===== config.mk =====
export PLATFORM = sky130hd
export DESIGN_NAME = itmb_place
export DESIGN_NICKNAME = d
export VERILOG_FILES = /design/src/itmb_pkg.sv /design/src/itmb_place.sv
export SDC_FILE = /design/constraint.sdc
export NUM_CORES = 1
export LEC_CHECK = 0
export BUFFER_PORTS_ARGS = -buffer_cell sky130_fd_sc_hd__buf_2
export CAP_MARGIN = 20
export CORE_ASPECT_RATIO = 1.25
export CORE_UTILIZATION = 64
export CTS_CLUSTER_DIAMETER = 40
export DETAILED_ROUTE_END_ITERATION = 6
export GPL_TIMING_DRIVEN = 0
export PLACE_DENSITY = 0.95
export SYNTH_ARGS = -nofsm -noshare
export SYNTH_HDL_FRONTEND = slang
export SYNTH_SLANG_ARGS = --single-unit

===== constraint.sdc =====
create_clock -name clk -period 8.27 [get_ports clk]
set_input_delay 0.4135 -clock clk [delete_from_list [all_inputs] [get_ports clk]]
set_output_delay 0.4135 -clock clk [all_outputs]
set_load 0.01 [all_outputs]

===== src/itmb_pkg.sv =====
// Shared types and constants for the tile mosaic builder.
// No dependencies; imported by every module of the block but the frame store.
package itmb_pkg;

	// Input item kinds, carried in s_tuser
	localparam logic MODE_PIXEL = 1'b0;
	localparam logic MODE_READ  = 1'b1;

	// Configuration register indexes
	localparam int CFG_IDX_BITS = 1;
	localparam logic [CFG_IDX_BITS-1:0] REG_FRAME_WIDTH  = 1'b0;
	localparam logic [CFG_IDX_BITS-1:0] REG_FRAME_HEIGHT = 1'b1;

	// Field widths
	localparam int DIM_BITS   = 9;
	localparam int POS_BITS   = 8;
	localparam int VALUE_BITS = 16;

	localparam logic [DIM_BITS-1:0] FRAME_DIM_RESET = 9'd128;
	localparam logic [DIM_BITS-1:0] TILE_DIM_MAX    = 9'd256;

	// Per-item control decided at placement time
	typedef struct packed {
		logic mode;      // item kind
		logic wr_en;     // item writes the store back
		logic clip;      // tile pixel dropped outside the frame
		logic done;      // tile pixel completed the frame
	} itmb_ctl_t;

endpackage


===== src/itmb_place.sv =====
// Tile placement: frame size registers, tile position and frame offsets,
// store address and per-item control. Depends on itmb_pkg.
module itmb_place import itmb_pkg::*; #(
	parameter int MAX_WIDTH  = 256,
	parameter int MAX_HEIGHT = 256,
	parameter int CW         = 8,
	parameter int RW         = 8
) (
	input  logic                    clk,
	input  logic                    arst_n,
	input  logic                    cfg_we,
	input  logic [CFG_IDX_BITS-1:0] cfg_index,
	input  logic [DIM_BITS-1:0]     cfg_data,
	input  logic                    accept,
	input  logic                    mode,
	input  logic [DIM_BITS-1:0]     tile_width,
	input  logic [DIM_BITS-1:0]     tile_height,
	input  logic [POS_BITS-1:0]     read_col,
	input  logic [POS_BITS-1:0]     read_row,
	output logic [RW+CW-1:0]        addr,
	output itmb_ctl_t               ctl
);

	logic [DIM_BITS-1:0] frame_width_q, frame_height_q;
	logic [DIM_BITS-1:0] col_offset_q, row_offset_q;
	logic [POS_BITS-1:0] tile_col_q, tile_row_q;

	logic [DIM_BITS-1:0] fw, fh, tw, th;
	logic [DIM_BITS:0]   c, r;
	logic                hit, rd_in;
	logic [DIM_BITS-1:0] nc, nr, co1, ro1;
	logic                col_wrap, tile_end, ovf_col, done;
	logic [POS_BITS-1:0] tile_col_d, tile_row_d;
	logic [DIM_BITS-1:0] col_offset_d, row_offset_d;

	always_comb begin
		fw = frame_width_q;
		if (frame_width_q == '0)                   fw = 9'd1;
		else if (32'(frame_width_q) > MAX_WIDTH)   fw = DIM_BITS'(MAX_WIDTH);
		fh = frame_height_q;
		if (frame_height_q == '0)                  fh = 9'd1;
		else if (32'(frame_height_q) > MAX_HEIGHT) fh = DIM_BITS'(MAX_HEIGHT);
		tw = tile_width;
		if (tile_width == '0)                      tw = 9'd1;
		else if (tile_width > TILE_DIM_MAX)        tw = TILE_DIM_MAX;
		th = tile_height;
		if (tile_height == '0)                     th = 9'd1;
		else if (tile_height > TILE_DIM_MAX)       th = TILE_DIM_MAX;
	end

	assign c     = {1'b0, col_offset_q} + {2'b0, tile_col_q};
	assign r     = {1'b0, row_offset_q} + {2'b0, tile_row_q};
	assign hit   = (c < {1'b0, fw}) && (r < {1'b0, fh});
	assign rd_in = (32'(read_col) < MAX_WIDTH) && (32'(read_row) < MAX_HEIGHT);

	always_comb begin
		if (mode == MODE_READ)
			addr = {RW'(read_row), CW'(read_col)};
		else
			addr = {RW'(r), CW'(c)};
	end

	// position advance
	always_comb begin
		nc         = {1'b0, tile_col_q} + 9'd1;
		nr         = {1'b0, tile_row_q} + 9'd1;
		col_wrap   = nc >= tw;
		tile_end   = col_wrap && (nr >= th);
		tile_col_d = col_wrap ? '0 : nc[POS_BITS-1:0];
		tile_row_d = tile_row_q;
		if (col_wrap)
			tile_row_d = tile_end ? '0 : nr[POS_BITS-1:0];
		co1     = col_offset_q + tw;
		ovf_col = co1 >= fw;
		ro1     = ovf_col ? (row_offset_q + th) : row_offset_q;
		done    = tile_end && (ro1 >= fh);
		col_offset_d = col_offset_q;
		row_offset_d = row_offset_q;
		if (tile_end) begin
			col_offset_d = (ovf_col || done) ? '0 : co1;
			row_offset_d = done ? '0 : ro1;
		end
	end

	always_comb begin
		ctl.mode = mode;
		if (mode == MODE_READ) begin
			ctl.wr_en = rd_in;
			ctl.clip  = 1'b0;
			ctl.done  = 1'b0;
		end else begin
			ctl.wr_en = hit;
			ctl.clip  = !hit;
			ctl.done  = done;
		end
	end

	always_ff @(posedge clk or negedge arst_n) begin
		if (!arst_n) begin
			frame_width_q  <= FRAME_DIM_RESET;
			frame_height_q <= FRAME_DIM_RESET;
			col_offset_q   <= '0;
			row_offset_q   <= '0;
			tile_col_q     <= '0;
			tile_row_q     <= '0;
		end else begin
			if (cfg_we) begin
				unique case (cfg_index)
					REG_FRAME_WIDTH:  frame_width_q  <= cfg_data;
					REG_FRAME_HEIGHT: frame_height_q <= cfg_data;
					default: ;
				endcase
			end
			if (accept && mode == MODE_PIXEL) begin
				tile_col_q   <= tile_col_d;
				tile_row_q   <= tile_row_d;
				col_offset_q <= col_offset_d;
				row_offset_q <= row_offset_d;
			end
		end
	end

endmodule


Word level (Yosys, flattened, before mapping)
Index checks and enable logic that the tools add are counted.
{"block": "totals", "in_bits": 49, "mem_count": 0, "latch_bits": 0, "out_inout_bits": 20, "regBits": 52, "word_cells": 53, "ram_bits": 0, "mem_bits_ro": 0}
{"block": "classes", "n_bitwise": 2, "div_mod_pow": 0, "multipliers": 0, "n_eq_ne": 0, "n_reduce_logical": 14, "shift": 0, "n_lt_le_gt_ge": 10, "addsub": 6, "mux": 15}
{"operator": "$mux 9", "n": 11}
{"operator": "$ge 9x9->1", "n": 4}
{"operator": "$gt 9x9->1 const B", "n": 4}
{"operator": "$logic_not 9->1", "n": 4}
{"operator": "$add 9x8->10", "n": 2}
{"operator": "$lt 10x9->1", "n": 2}
{"operator": "$add 8x1->9 const B", "n": 2}
{"operator": "$add 9x9->9", "n": 2}
{"operator": "$mux 16", "n": 1}
{"operator": "$mux 8", "n": 2}
{"operator": "$reduce_and 2->1", "n": 4}
{"operator": "$logic_and 1x1->1", "n": 4}
{"operator": "$mux 3", "n": 1}
{"operator": "$not 1->1", "n": 2}
{"operator": "$logic_not 1->1", "n": 1}
{"operator": "$logic_or 1x1->1", "n": 1}

Logic depth before layout (Yosys ltp)
Gate-level depths: netlist of run 1.
{"block": "logic_depth", "word_depth": 10, "ltp_mapped": 25, "mapped_depth_nobuf": 23}

Worst setup path before layout of run 1
No wires, ideal clock.
{"block": "synth_path", "path_type": "input to output", "startpoint": "in tile_width[4]", "endpoint": "out ctl[0] (netlist name)", "t_arrival_ns": 5.220, "stages": 24, "t_required_ns": 7.856, "path_buffers": 2, "setup_slack_ns": 2.636, "cell_sequence": "nor4_1 > a21oi_1 > nor2_1 > ha_1 > fa_1 > a21o_1 > nand4_1 > and4b_1 > a21oi_1 > xnor2_1 > ha_1 > and4_1 > a221oi_1 > and2_1 > clkbuf_1 > mux2i_1 > ha_1 > nand2b_4 > a2111oi_4 > nor3_2 > or4_4 > buf_6 > nand3_1 > nor2_1"}
{"element": "from (decl)", "line": "itmb_place.sv:16", "source": "input logic [DIM_BITS-1:0] tile_width,"}
{"element": "to (decl)", "line": "itmb_place.sv:21", "source": "output itmb_ctl_t ctl"}

==> impl_metrics.ini, run 1 <==
[outcome]
status = complete, no violations

[grt]
antenna_found_initial = 0
busiest_layer = met2
grt_overflow = 0
grt_first_pass_wirelength_mm = 23.33
met2_usage_pct = 58.31
track_usage_pct = 33.45
grt_max_degree = 41
grtUsageMet1_pct = 36.21
first_global_vias = 5063
gr-usage-met3_pct = 5.556

[setup_path]
worstPathRequired_ns = 7.86
startpoint_type = primary input
cp.arrival_ns = 6.32
crit_fanout = 10
critPathCaptureType = primary output
worstSetupPathType = primary input to primary output

[clocking]
cts_resized = 0
clock_sinks = 52
tritoncts = built
htreeDepth = 2
insertion_delay_ns = 0.33
numCtsBuffers = 5
cts_buffer_depth = 2
clock_tree.root_cell = clkbuf_8
clkSlewWorstSetupHoldPaths_ns = 0.11
postCtsSetupBuffers = 0

[route]
drtIter0Drc = 259
drt_wl_total_mm = 14.10
vias = 5014
ant_nets = 0
drt_pre_antenna_iters = 5
drc = 0
avgViaCountPerCell = 6.589
wire_per_inst_um = 18.53

[finish]
final_util_pct = 74.42
antenna_cells = 0
final_cells = 761
fin_nets = 804
syn_to_final_growth_pct = 10.99
final_layout_size_suffix_gt1_share_pct = 20.12

[synthesis]
syn_inst = 588
synth-edff-count = 0
synth_seq_cells = 52
avgSynthCellArea_um2 = 9.039
ys_types = 65
synthesis.nets = 727
seq_area_frac_synth_pct = 24.53
syn_area_mm2 = 0.005315
ys.flop_type = dfrtp_1
synth_warnings = 0
async_flop_share_pct = 100.0

[min_path]
min_path_type = primary input to flip-flop

[run]
max_cap_violations = 0

[sta]
setup_tns_ns = 0
rsz0062_at_grt = no
max_freq_mhz = 148.5
period_minus_slack_ns = 6.734
maxSlewHeadroom_pct = 40.69
setup_viol_count_final = 0
slew_viol_final = 0
tightestPinTransition_ns = 0.8824
finClkSkew_ns = 0.01053
period_share_pct = 81.43
hold_viol = 0

[die]
ios = 69
initial_core_util_pct = 67.05
rows = 36
coreArea_mm2 = 0.007928
die_width_um = 83.51
die_area_mm2 = 0.008675
die_h_um = 103.9

[power_and_ir_drop]
cellPowerDensity_mw_per_mm2 = 179.5
irDropWorstVdd_mv = 0.1492
totalPowerFinal_mw = 1.059
leakage_nw = 3.040

[placement]
hpwlAfterDp_mm = 11.25
io_buffers = 68
dp.cells = 752
globalplace.congestion = 0.9622
synthesized netlist by cell type, types with 7 or more instances:
cell	count	area share (%)
ha_1	86	20
nand2_1	72	5.1
dfrtp_1	50	24
mux2_2	36	7.6
a21oi_1	34	3.2
nor2_1	29	2.0
o21ai_0	27	2.5
xnor2_1	25	4.1
inv_1	24	1.7
nand3_1	18	1.7
nor3_1	15	1.4
a21o_1	13	1.8
a22o_1	12	2.0
xor2_1	12	2.0
and3_1	9	1.1
clkbuf_1	9	0.64
nor4_1	7	0.82
o21a_1	7	0.99
o21bai_1	7	0.99
kinds of logic after synthesis:
family | share of synthesized area [%]
adder cells (fa/ha/maj) | 21.75
XOR/XNOR | 6.097
multiplexers | 8.828
flip-flops | 24.53
buffers and inverters | 3.060
AO/OA/AOI/OAI | 18.86
AND/OR/NAND/NOR | 16.88
metal layers:
| layer | part of all wire (%) | wire length, um |
|---|---|---|
| met4 | 6.9 | 969 |
| met2 | 50 | 7021 |
| met3 | 5.6 | 783 |
| met5 | 0 | 0 |
| met1 | 38 | 5329 |
power breakdown:
group | internal [mW] | switching, mW
clock | 0.0626 | 0.102
combinational | 0.239 | 0.311
sequential | 0.290 | 0.0547
flip-flops by register name (all words and copies together), names as in the netlist:
name            count
col_offset_q        9
row_offset_q        9
tile_row_q          8
frame_height_q      9
frame_width_q       9
tile_col_q          8
timing repair:
| action | CTS | global route |
|---|---|---|
| hold buffers | 1 | 0 |
| setup endpoints to repair | 0 | 0 |
| hold endpoints to repair | 12 | 0 |
through the flow:
stage                     setup slack (ns)  cell area, um2  hold WS [ns]
after CTS                            1.562            5899        0.3221
final                                1.536            5899        0.3198
after floorplan                      2.636            5315        0.1179
after detailed placement             1.571            5794        0.3325
after global placement               1.643            5774        0.5124
after global routing                 1.178            5899        0.3172
area by class of cell:
type                       instances  area [um2]
buffer                            12       57.56
clock buffer                       5       68.82
clock inverter                     3       26.28
fill                             539        2028
inverter                          28       105.1
multi-input combinational        496        3849
sequential                        52        1304
tap                               95       118.9
timing repair buffer              70       370.4
worst max-delay path, cell delays in order:
cell	delay [ns]
buf_2	0.11
nor4_1	0.27
a21oi_1	0.10
nor2_1	0.19
ha_1	0.22
fa_1	0.21
a21o_1	0.16
nand4_1	0.10
and4b_1	0.21
a21oi_1	0.16
xnor2_1	0.20
ha_1	0.30
and4_1	0.21
a221oi_1	0.49
and2_1	0.33
clkbuf_1	0.45
mux2i_1	0.31
ha_1	0.27
nand2b_4	0.15
a2111oi_4	0.36
nor3_2	0.10
or4_4	0.54
buf_6	0.15
nand3_1	0.07
nor2_1	0.07
buf_2	0.17
final timing paths:
check	startpoint	end	slack, ns	cells after the start
min in group asynchronous	arst_n	tile_row_q[4]	0.51	2
max in group asynchronous	arst_n	frame_width_q[7]	7.17	3
hold reg to reg	frame_height_q[0]	frame_height_q[0]	0.53	1
setup / recovery	tile_width[4]	ctl[0]	1.54	26
hold / removal	cfg_data[0]	frame_width_q[0]	0.32	2
setup reg to reg	col_offset_q[0]	row_offset_q[5]	1.89	21
layout by cell type, fill, tap and decap left out, types with 6 or more instances in the layout:
master    synthesis  routed
inv_1            24      24
xor2_1           12      12
buf_2             1      69
o21bai_1          7       7
nand3_1          18      18
o21a_1            7       7
nor2_1           29      29
nor2b_1           6       6
ha_1             86      86
nor3_1           15      15
a21oi_1          34      34
mux2_2           36      36
and3_1            9       9
a22o_1           12      12
xnor2_1          25      25
dfrtp_1          50      50
nor4_1            7       7
nand2_1          72      72
o21ai_0          27      27
a21o_1           13      13
clkbuf_1          9       9
(Power assumes the default switching activity.)
==> run 2: changes to the inputs <==
--- a/config.mk
+++ b/config.mk
@@ -8,11 +8,11 @@
 export BUFFER_PORTS_ARGS = -buffer_cell sky130_fd_sc_hd__buf_2
 export CAP_MARGIN = 20
 export CORE_ASPECT_RATIO = 1.25
-export CORE_UTILIZATION = 64
+export CORE_UTILIZATION = 60
 export CTS_CLUSTER_DIAMETER = 40
 export DETAILED_ROUTE_END_ITERATION = 6
 export GPL_TIMING_DRIVEN = 0
-export PLACE_DENSITY = 0.95
+export PLACE_DENSITY = 0.94
 export SYNTH_ARGS = -nofsm -noshare
 export SYNTH_HDL_FRONTEND = slang
 export SYNTH_SLANG_ARGS = --single-unit
==> constraint.sdc (replaced) <==
create_clock -name clk -period 6.7 [get_ports clk]
set_input_delay 0.335 -clock clk [delete_from_list [all_inputs] [get_ports clk]]
set_output_delay 0.335 -clock clk [all_outputs]
set_load 0.01 [all_outputs]
==> run 2 against run 1 <==
Final area up 0.68%. Wire length down 1.1%. Worst hold slack worse by 0.066 ns. Clock-buffer cell count unchanged. Critical path depth unchanged. Combinational power up 22%. Non-clock buffer count unchanged. Critical endpoint unchanged.
==> impl_metrics.ini, run 2 (synthesized netlist as in run 1, its figures left out) <==
[outcome]
status = complete, no violations

[setup_path]
path_common_cell = ha_1
reg2reg_to = col_offset_q[3]
r2r_start = col_offset_q[0]
critPathMaxStageDelay_ns = 0.54
startpoint_type = primary input
worst-r2r-cell-count = 20
critPathCaptureType = primary output
worstPathRequired_ns = 6.36
cp_top_family = simple AND/OR/NAND/NOR gates
timing.critical_path.buf_inv = 4
cp.arrival_ns = 6.07
crit_fanout = 10
worstSetupPathType = primary input to primary output
cp_slowest_cell = or4_4
r2r_setup_slack_ns = 0.64

[route]
wire_per_inst_um = 17.75
avgViaCountPerCell = 6.207
vias = 4879
drc = 0
drt_wl_total_mm = 13.95
drt_pre_antenna_iters = 5
ant_nets = 0
drtIter0Drc = 320

[run]
max_cap_violations = 0

[power_and_ir_drop]
power_frac_comb_pct = 51.7
p_int_uw = 728.2
pwr-share-seq_pct = 32.8
swShare_pct = 43.77
p_clk_share_pct = 15.5
p_sw_uw = 566.9
cellPowerDensity_mw_per_mm2 = 218.1
irDropWorstVdd_mv = 0.1428
totalPowerFinal_mw = 1.295
leakage_nw = 3.042

[sta]
rsz0062_at_grt = no
setup_viol_count_final = 0
slew_viol_final = 0
tightestPinTransition_ns = 0.9650
max_freq_mhz = 156.2
setup_tns_ns = 0
period_minus_slack_ns = 6.404
maxSlewHeadroom_pct = 35.13
period_share_pct = 95.58
finClkSkew_ns = 0.008769
hold_viol = 0

[clocking]
clock_tree.root_cell = clkbuf_8
cts_buffer_depth = 2
clock_sinks = 52
tritoncts = built
clkSlewWorstSetupHoldPaths_ns = 0.11
numCtsBuffers = 5
htreeDepth = 2
insertion_delay_ns = 0.32

[finish]
fin_nets = 804
layout_common_cells = ha_1, nand2_1, buf_2, dfrtp_1, mux2_2
antenna_cells = 0
final_layout_size_suffix_gt1_share_pct = 20.42
nFillCells = 639
syn_to_final_growth_pct = 11.75
final_common_cell = ha_1

[grt]
first_global_vias = 4972
grt_overflow = 0
grt_max_degree = 34
track_usage_pct = 31.29
grt_first_pass_wirelength_mm = 22.87
antenna_found_initial = 0

[die]
rows = 38
die_h_um = 107.2
initial_core_util_pct = 61.42
ios = 69
die_width_um = 86.19
die_area_mm2 = 0.009242
coreArea_mm2 = 0.008653

[min_path]
holdPathStages = 2
min_path_type = primary input to flip-flop
hold-path-endpoint = frame_height_q[0]
hold_start = cfg_data[0]

[placement]
globalplace.congestion = 0.9459
io_buffers = 68
hpwlAfterDp_mm = 11.13
-- run 2: cell count changes in the layout (fill, tap and decap cells not counted) --
cell        before  now
clkbuf_2         0    1
a221oi_2         0    1
inv_8            0    1
clkbuf_1         9    8
clkinvlp_4       0    1
a221oi_1         1    0
inv_6            2    0
-- run 2: worst register-to-register path: cells and delay by family, from the launching register on --
family	cells	cell delay, ns
muxes	1	0.29
DFF	1	0.45
buffers and inverters	1	0.29
xor gates and xnor gates	1	0.25
AOI/OAI and AO/OA	5	1.30
and+or+nand+nor	8	2.16
adders and majority gates	4	1.23
-- run 2: how the worst max path moves through the flow --
| stage | start | depth (start not counted) | to | slack (ns) |
|---|---|---|---|---|
| floorplan | tile_width[4] | 24 | row_offset_q[0] | 1.16 |
| global placement | tile_width[4] | 26 | ctl[0] | 0.19 |
| detailed placement | tile_width[4] | 24 | col_offset_q[3] | 0.08 |
| CTS | tile_width[4] | 26 | ctl[0] | 0.05 |
| global route | tile_width[4] | 26 | ctl[0] | 0.006 |
| finish | tile_width[4] | 26 | ctl[0] | 0.30 |
-- run 2: stage by stage --
| stage | instances | hold slack [ns] | setup WS (ns) | util [%] | cell area [um2] |
|---|---|---|---|---|---|
| 6_report | 786 | 0.2534 | 0.2964 | 68.64 | 5939 |
| 3_3_place_gp | 776 | 0.5112 | 0.1914 | 67.09 | 5806 |
| 3_5_place_dp | 777 | 0.3313 | 0.07758 | 67.32 | 5826 |
| 2_1_floorplan | 588 | 0.03941 | 1.159 | - | 5315 |
| 5_1_grt | 786 | 0.2570 | 0.006061 | 68.64 | 5939 |
| 4_1_cts | 786 | 0.2486 | 0.04606 | 68.55 | 5932 |
-- run 2: power groups by stage --
stage               combinational (mW)  clock, mW  sequential (mW)
global placement                 0.611          0            0.424
finish                           0.669      0.201            0.425
global route                     0.741      0.210            0.431
detailed placement               0.651          0            0.429
CTS                              0.657      0.201            0.423
floorplan                        0.477          0            0.406
-- run 2: area by class of cell --
| class | count | area [um2] | share of cell area [%] |
|---|---|---|---|
| Multi-Input combinational cell | 496 | 3855 | 64.90 |
| Sequential cell | 52 | 1304 | 21.95 |
| Timing Repair Buffer | 70 | 370.4 | 6.236 |
| Tap cell | 120 | 150.1 | 2.528 |
| Inverter | 28 | 105.1 | 1.770 |
| Clock buffer | 5 | 68.82 | 1.159 |
| Buffer | 12 | 58.81 | 0.9901 |
| Clock inverter | 3 | 27.53 | 0.4635 |
-- run 2: repair_timing --
item,4_1_cts,5_1_grt
endpoints found under the hold margin,19,0
setup endpoints to repair,0,5
gates resized for setup,0,3
buffers inserted,0,0
hold buffers,1,0
-- run 2: routing by layer --
layer	vias to the layer above	global-route usage [%]	routed length [um]	share of wire [%]
met5	-	0	0	0
met4	0	17.86	754	5.4
met3	70	3.926	616	4.4
met2	186	55.67	6992	50
met1	2297	35.68	5585	40
li1	2326	-	-	-
==> run 3: changes to the inputs <==
--- a/config.mk
+++ b/config.mk
@@ -5,14 +5,16 @@
 export SDC_FILE = /design/constraint.sdc
 export NUM_CORES = 1
 export LEC_CHECK = 0
+export ABC_AREA = 1
 export BUFFER_PORTS_ARGS = -buffer_cell sky130_fd_sc_hd__buf_2
 export CAP_MARGIN = 20
 export CORE_ASPECT_RATIO = 1.25
-export CORE_UTILIZATION = 60
+export CORE_UTILIZATION = 54
+export CTS_BUF_LIST = sky130_fd_sc_hd__clkbuf_16
 export CTS_CLUSTER_DIAMETER = 40
 export DETAILED_ROUTE_END_ITERATION = 6
 export GPL_TIMING_DRIVEN = 0
-export PLACE_DENSITY = 0.94
+export PLACE_DENSITY = 0.9
 export SYNTH_ARGS = -nofsm -noshare
 export SYNTH_HDL_FRONTEND = slang
 export SYNTH_SLANG_ARGS = --single-unit
==> constraint.sdc (replaced) <==
create_clock -name clk -period 5.5 [get_ports clk]
set_input_delay 0.275 -clock clk [delete_from_list [all_inputs] [get_ports clk]]
set_output_delay 0.275 -clock clk [all_outputs]
set_load 0.01 [all_outputs]
==> run 3 against run 2 <==
Sequential power up 47%. Final area increased by 9.1%. Combinational power grew to 3.0 times the previous value. Via count increased by 20%. Largest cell class unchanged. Critical endpoint unchanged. Die area increased by 20%. Clock-buffer cell count did not move. Synthesized cell count increased by 46%. Critical path depth is 3 higher. Worst hold slack improved by 0.0048 ns. Clock power rose by 81%. Core utilization shrank 5.1 points. Area after synthesis increased by 8.2%.
==> impl_metrics.ini, run 3 <==
[outcome]
status = complete, no violations

[grt]
grt_overflow = 0
grt_max_degree = 35
first_global_vias = 5633
track_usage_pct = 28.10
grt_first_pass_wirelength_mm = 24.67
antenna_found_initial = 0

[die]
die_area_mm2 = 0.01107
ios = 69
initial_core_util_pct = 56.35
rows = 41
die_width_um = 94.32
die_h_um = 117.4
coreArea_mm2 = 0.01021

[sta]
rsz0062_at_grt = no
whs_ns = 0.2581
max_freq_mhz = 195.6
setup_viol_count_final = 0
maxSlewHeadroom_pct = 58.00
slew_viol_final = 0
period_minus_slack_ns = 5.114
hold_viol = 0
period_share_pct = 92.98
setup_tns_ns = 0
finClkSkew_ns = 0.005432
tightestPinTransition_ns = 0.6300

[finish]
fin_nets = 1079
nFillCells = 888
final_layout_size_suffix_gt1_share_pct = 12.11
final_util_pct = 63.49
final_common_cell = nand2_1
antenna_cells = 0
layout_common_cells = nand2_1, inv_1, ha_1, buf_2, nor2_1
syn_to_final_growth_pct = 12.66

[route]
drtIter0Drc = 302
drc = 0
drt_wl_total_mm = 14.82
avgViaCountPerCell = 5.466
wire_per_inst_um = 13.85
ant_nets = 0
vias = 5849
drt_pre_antenna_iters = 5

[clocking]
cts_buffer_depth = 2
clock_sinks = 52
tritoncts = built
numCtsBuffers = 5
clock_tree.root_cell = clkbuf_16
htreeDepth = 2
insertion_delay_ns = 0.30
clkSlewWorstSetupHoldPaths_ns = 0.07

[setup_path]
crit_fanout = 4
critPathCaptureType = primary output
worstPathRequired_ns = 5.22
cp_top_family = simple AND/OR/NAND/NOR gates
startpoint_type = primary input
cp.arrival_ns = 4.84
timing.critical_path.buf_inv = 5
path_common_cell = nand3_1
worstSetupPathType = primary input to primary output
critPathMaxStageDelay_ns = 0.34
cp_slowest_cell = ha_1

[power_and_ir_drop]
irDropWorstVdd_mv = 0.2301
cellPowerDensity_mw_per_mm2 = 461.5
leakage_nw = 3.818
totalPowerFinal_mw = 2.991

[synthesis]
synth_area_leaders = dfrtp_1, ha_1, nand2_1, inv_1, nor2_1
synth_top_cell_area_share_pct = 21.75
synth_area_leader_cell = dfrtp_1
synth-edff-count = 0
async_flop_share_pct = 100.0
seq_area_frac_synth_pct = 22.66
synthesis.nets = 999
synth_seq_cells = 52
synth_commonest_cells = nand2_1, inv_1, ha_1
syn_area_mm2 = 0.005753
syn_inst = 860
ys.flop_type = dfrtp_1
synth_warnings = 0
avgSynthCellArea_um2 = 6.690
synth.most_common_cell = nand2_1
ys_types = 42

[placement]
io_buffers = 68
globalplace.congestion = 0.9246
hpwlAfterDp_mm = 12.20

[run]
max_cap_violations = 0

[min_path]
min_path_type = primary input to flip-flop
## run 3: changes by cell type after synthesis, moves of 13 or more
cell / delta
nand3_1: +22
nand2_1: +208
xnor2_1: -22
o21ai_0: +17
mux2_2: -36
xor2_1: +14
nor2_1: +34
inv_1: +102
nand4_1: +13
## run 3: area by class of cell
class | instances | area (um2) | share of cell area, %
Tap cell | 129 | 161.4 | 2.490
Sequential cell | 52 | 1304 | 20.12
Clock inverter | 3 | 42.54 | 0.6564
Inverter | 131 | 491.7 | 7.587
Buffer | 12 | 77.57 | 1.197
Timing Repair Buffer | 73 | 392.9 | 6.062
Multi-Input combinational cell | 665 | 3886 | 59.96
Clock buffer | 5 | 125.1 | 1.931
## run 3: path summary, 6_finish.rpt
path,from,to,slack [ns],cells after the start
setup / recovery,tile_width[6],ctl[0],0.39,29
hold / removal,cfg_data[1],frame_height_q[1],0.26,3
setup reg to reg,col_offset_q[0],row_offset_q[5],0.80,25
hold reg to reg,frame_height_q[7],frame_height_q[7],0.51,2
max in group asynchronous,arst_n,frame_width_q[7],4.43,3
min in group asynchronous,arst_n,frame_width_q[1],0.47,2
## run 3: what timing repair did
action | CTS | global route
endpoints found under the setup margin | 0 | 1
gates resized for setup | 0 | 2
buffers inserted | 0 | 3
hold endpoints to repair | 17 | 0
hold buffers | 1 | 0
## run 3: cell families after synthesis
group / Yosys count / share of synthesized area (%)
buf+inv: 143 / 9.830
flops: 52 / 22.66
compound gates: 108 / 10.03
mux: 1 / 0.1740
simple gates: 437 / 32.80
fa+ha+maj: 90 / 20.10
xor+xnor: 29 / 4.415
## run 3: tightest hold or removal path: cells and delay by family
family,cells,cell delay (ns)
compound gates,1,0.08
buf+inv,2,0.15
## run 3: metrics by stage
step / area [um2] / setup WS, ns / instances
finish: 6481 / 0.3862 / 1070
global route: 6481 / 0.05095 / 1070
CTS: 6452 / 0.04745 / 1067
detailed placement: 6275 / 0.09562 / 1058
global placement: 6255 / 0.1676 / 1057
floorplan: 5753 / 1.081 / 860
## run 3: power by group
group          leakage [nW]  total [mW]  internal, mW  switching, mW
registers             0.669       0.626         0.485          0.141
clock network        0.0798       0.364         0.214          0.150
logic                  3.07        2.00         0.772           1.23
total                  3.82        2.99          1.47           1.52
## run 3: per-layer routing
metal	vias to the layer above	track usage [%]	share of wire (%)
met3	38	2.140	4.5
met5	-	0	0
li1	2930	-	-
met4	0	13.56	3.7
met2	212	49.28	50
met1	2669	33.91	41
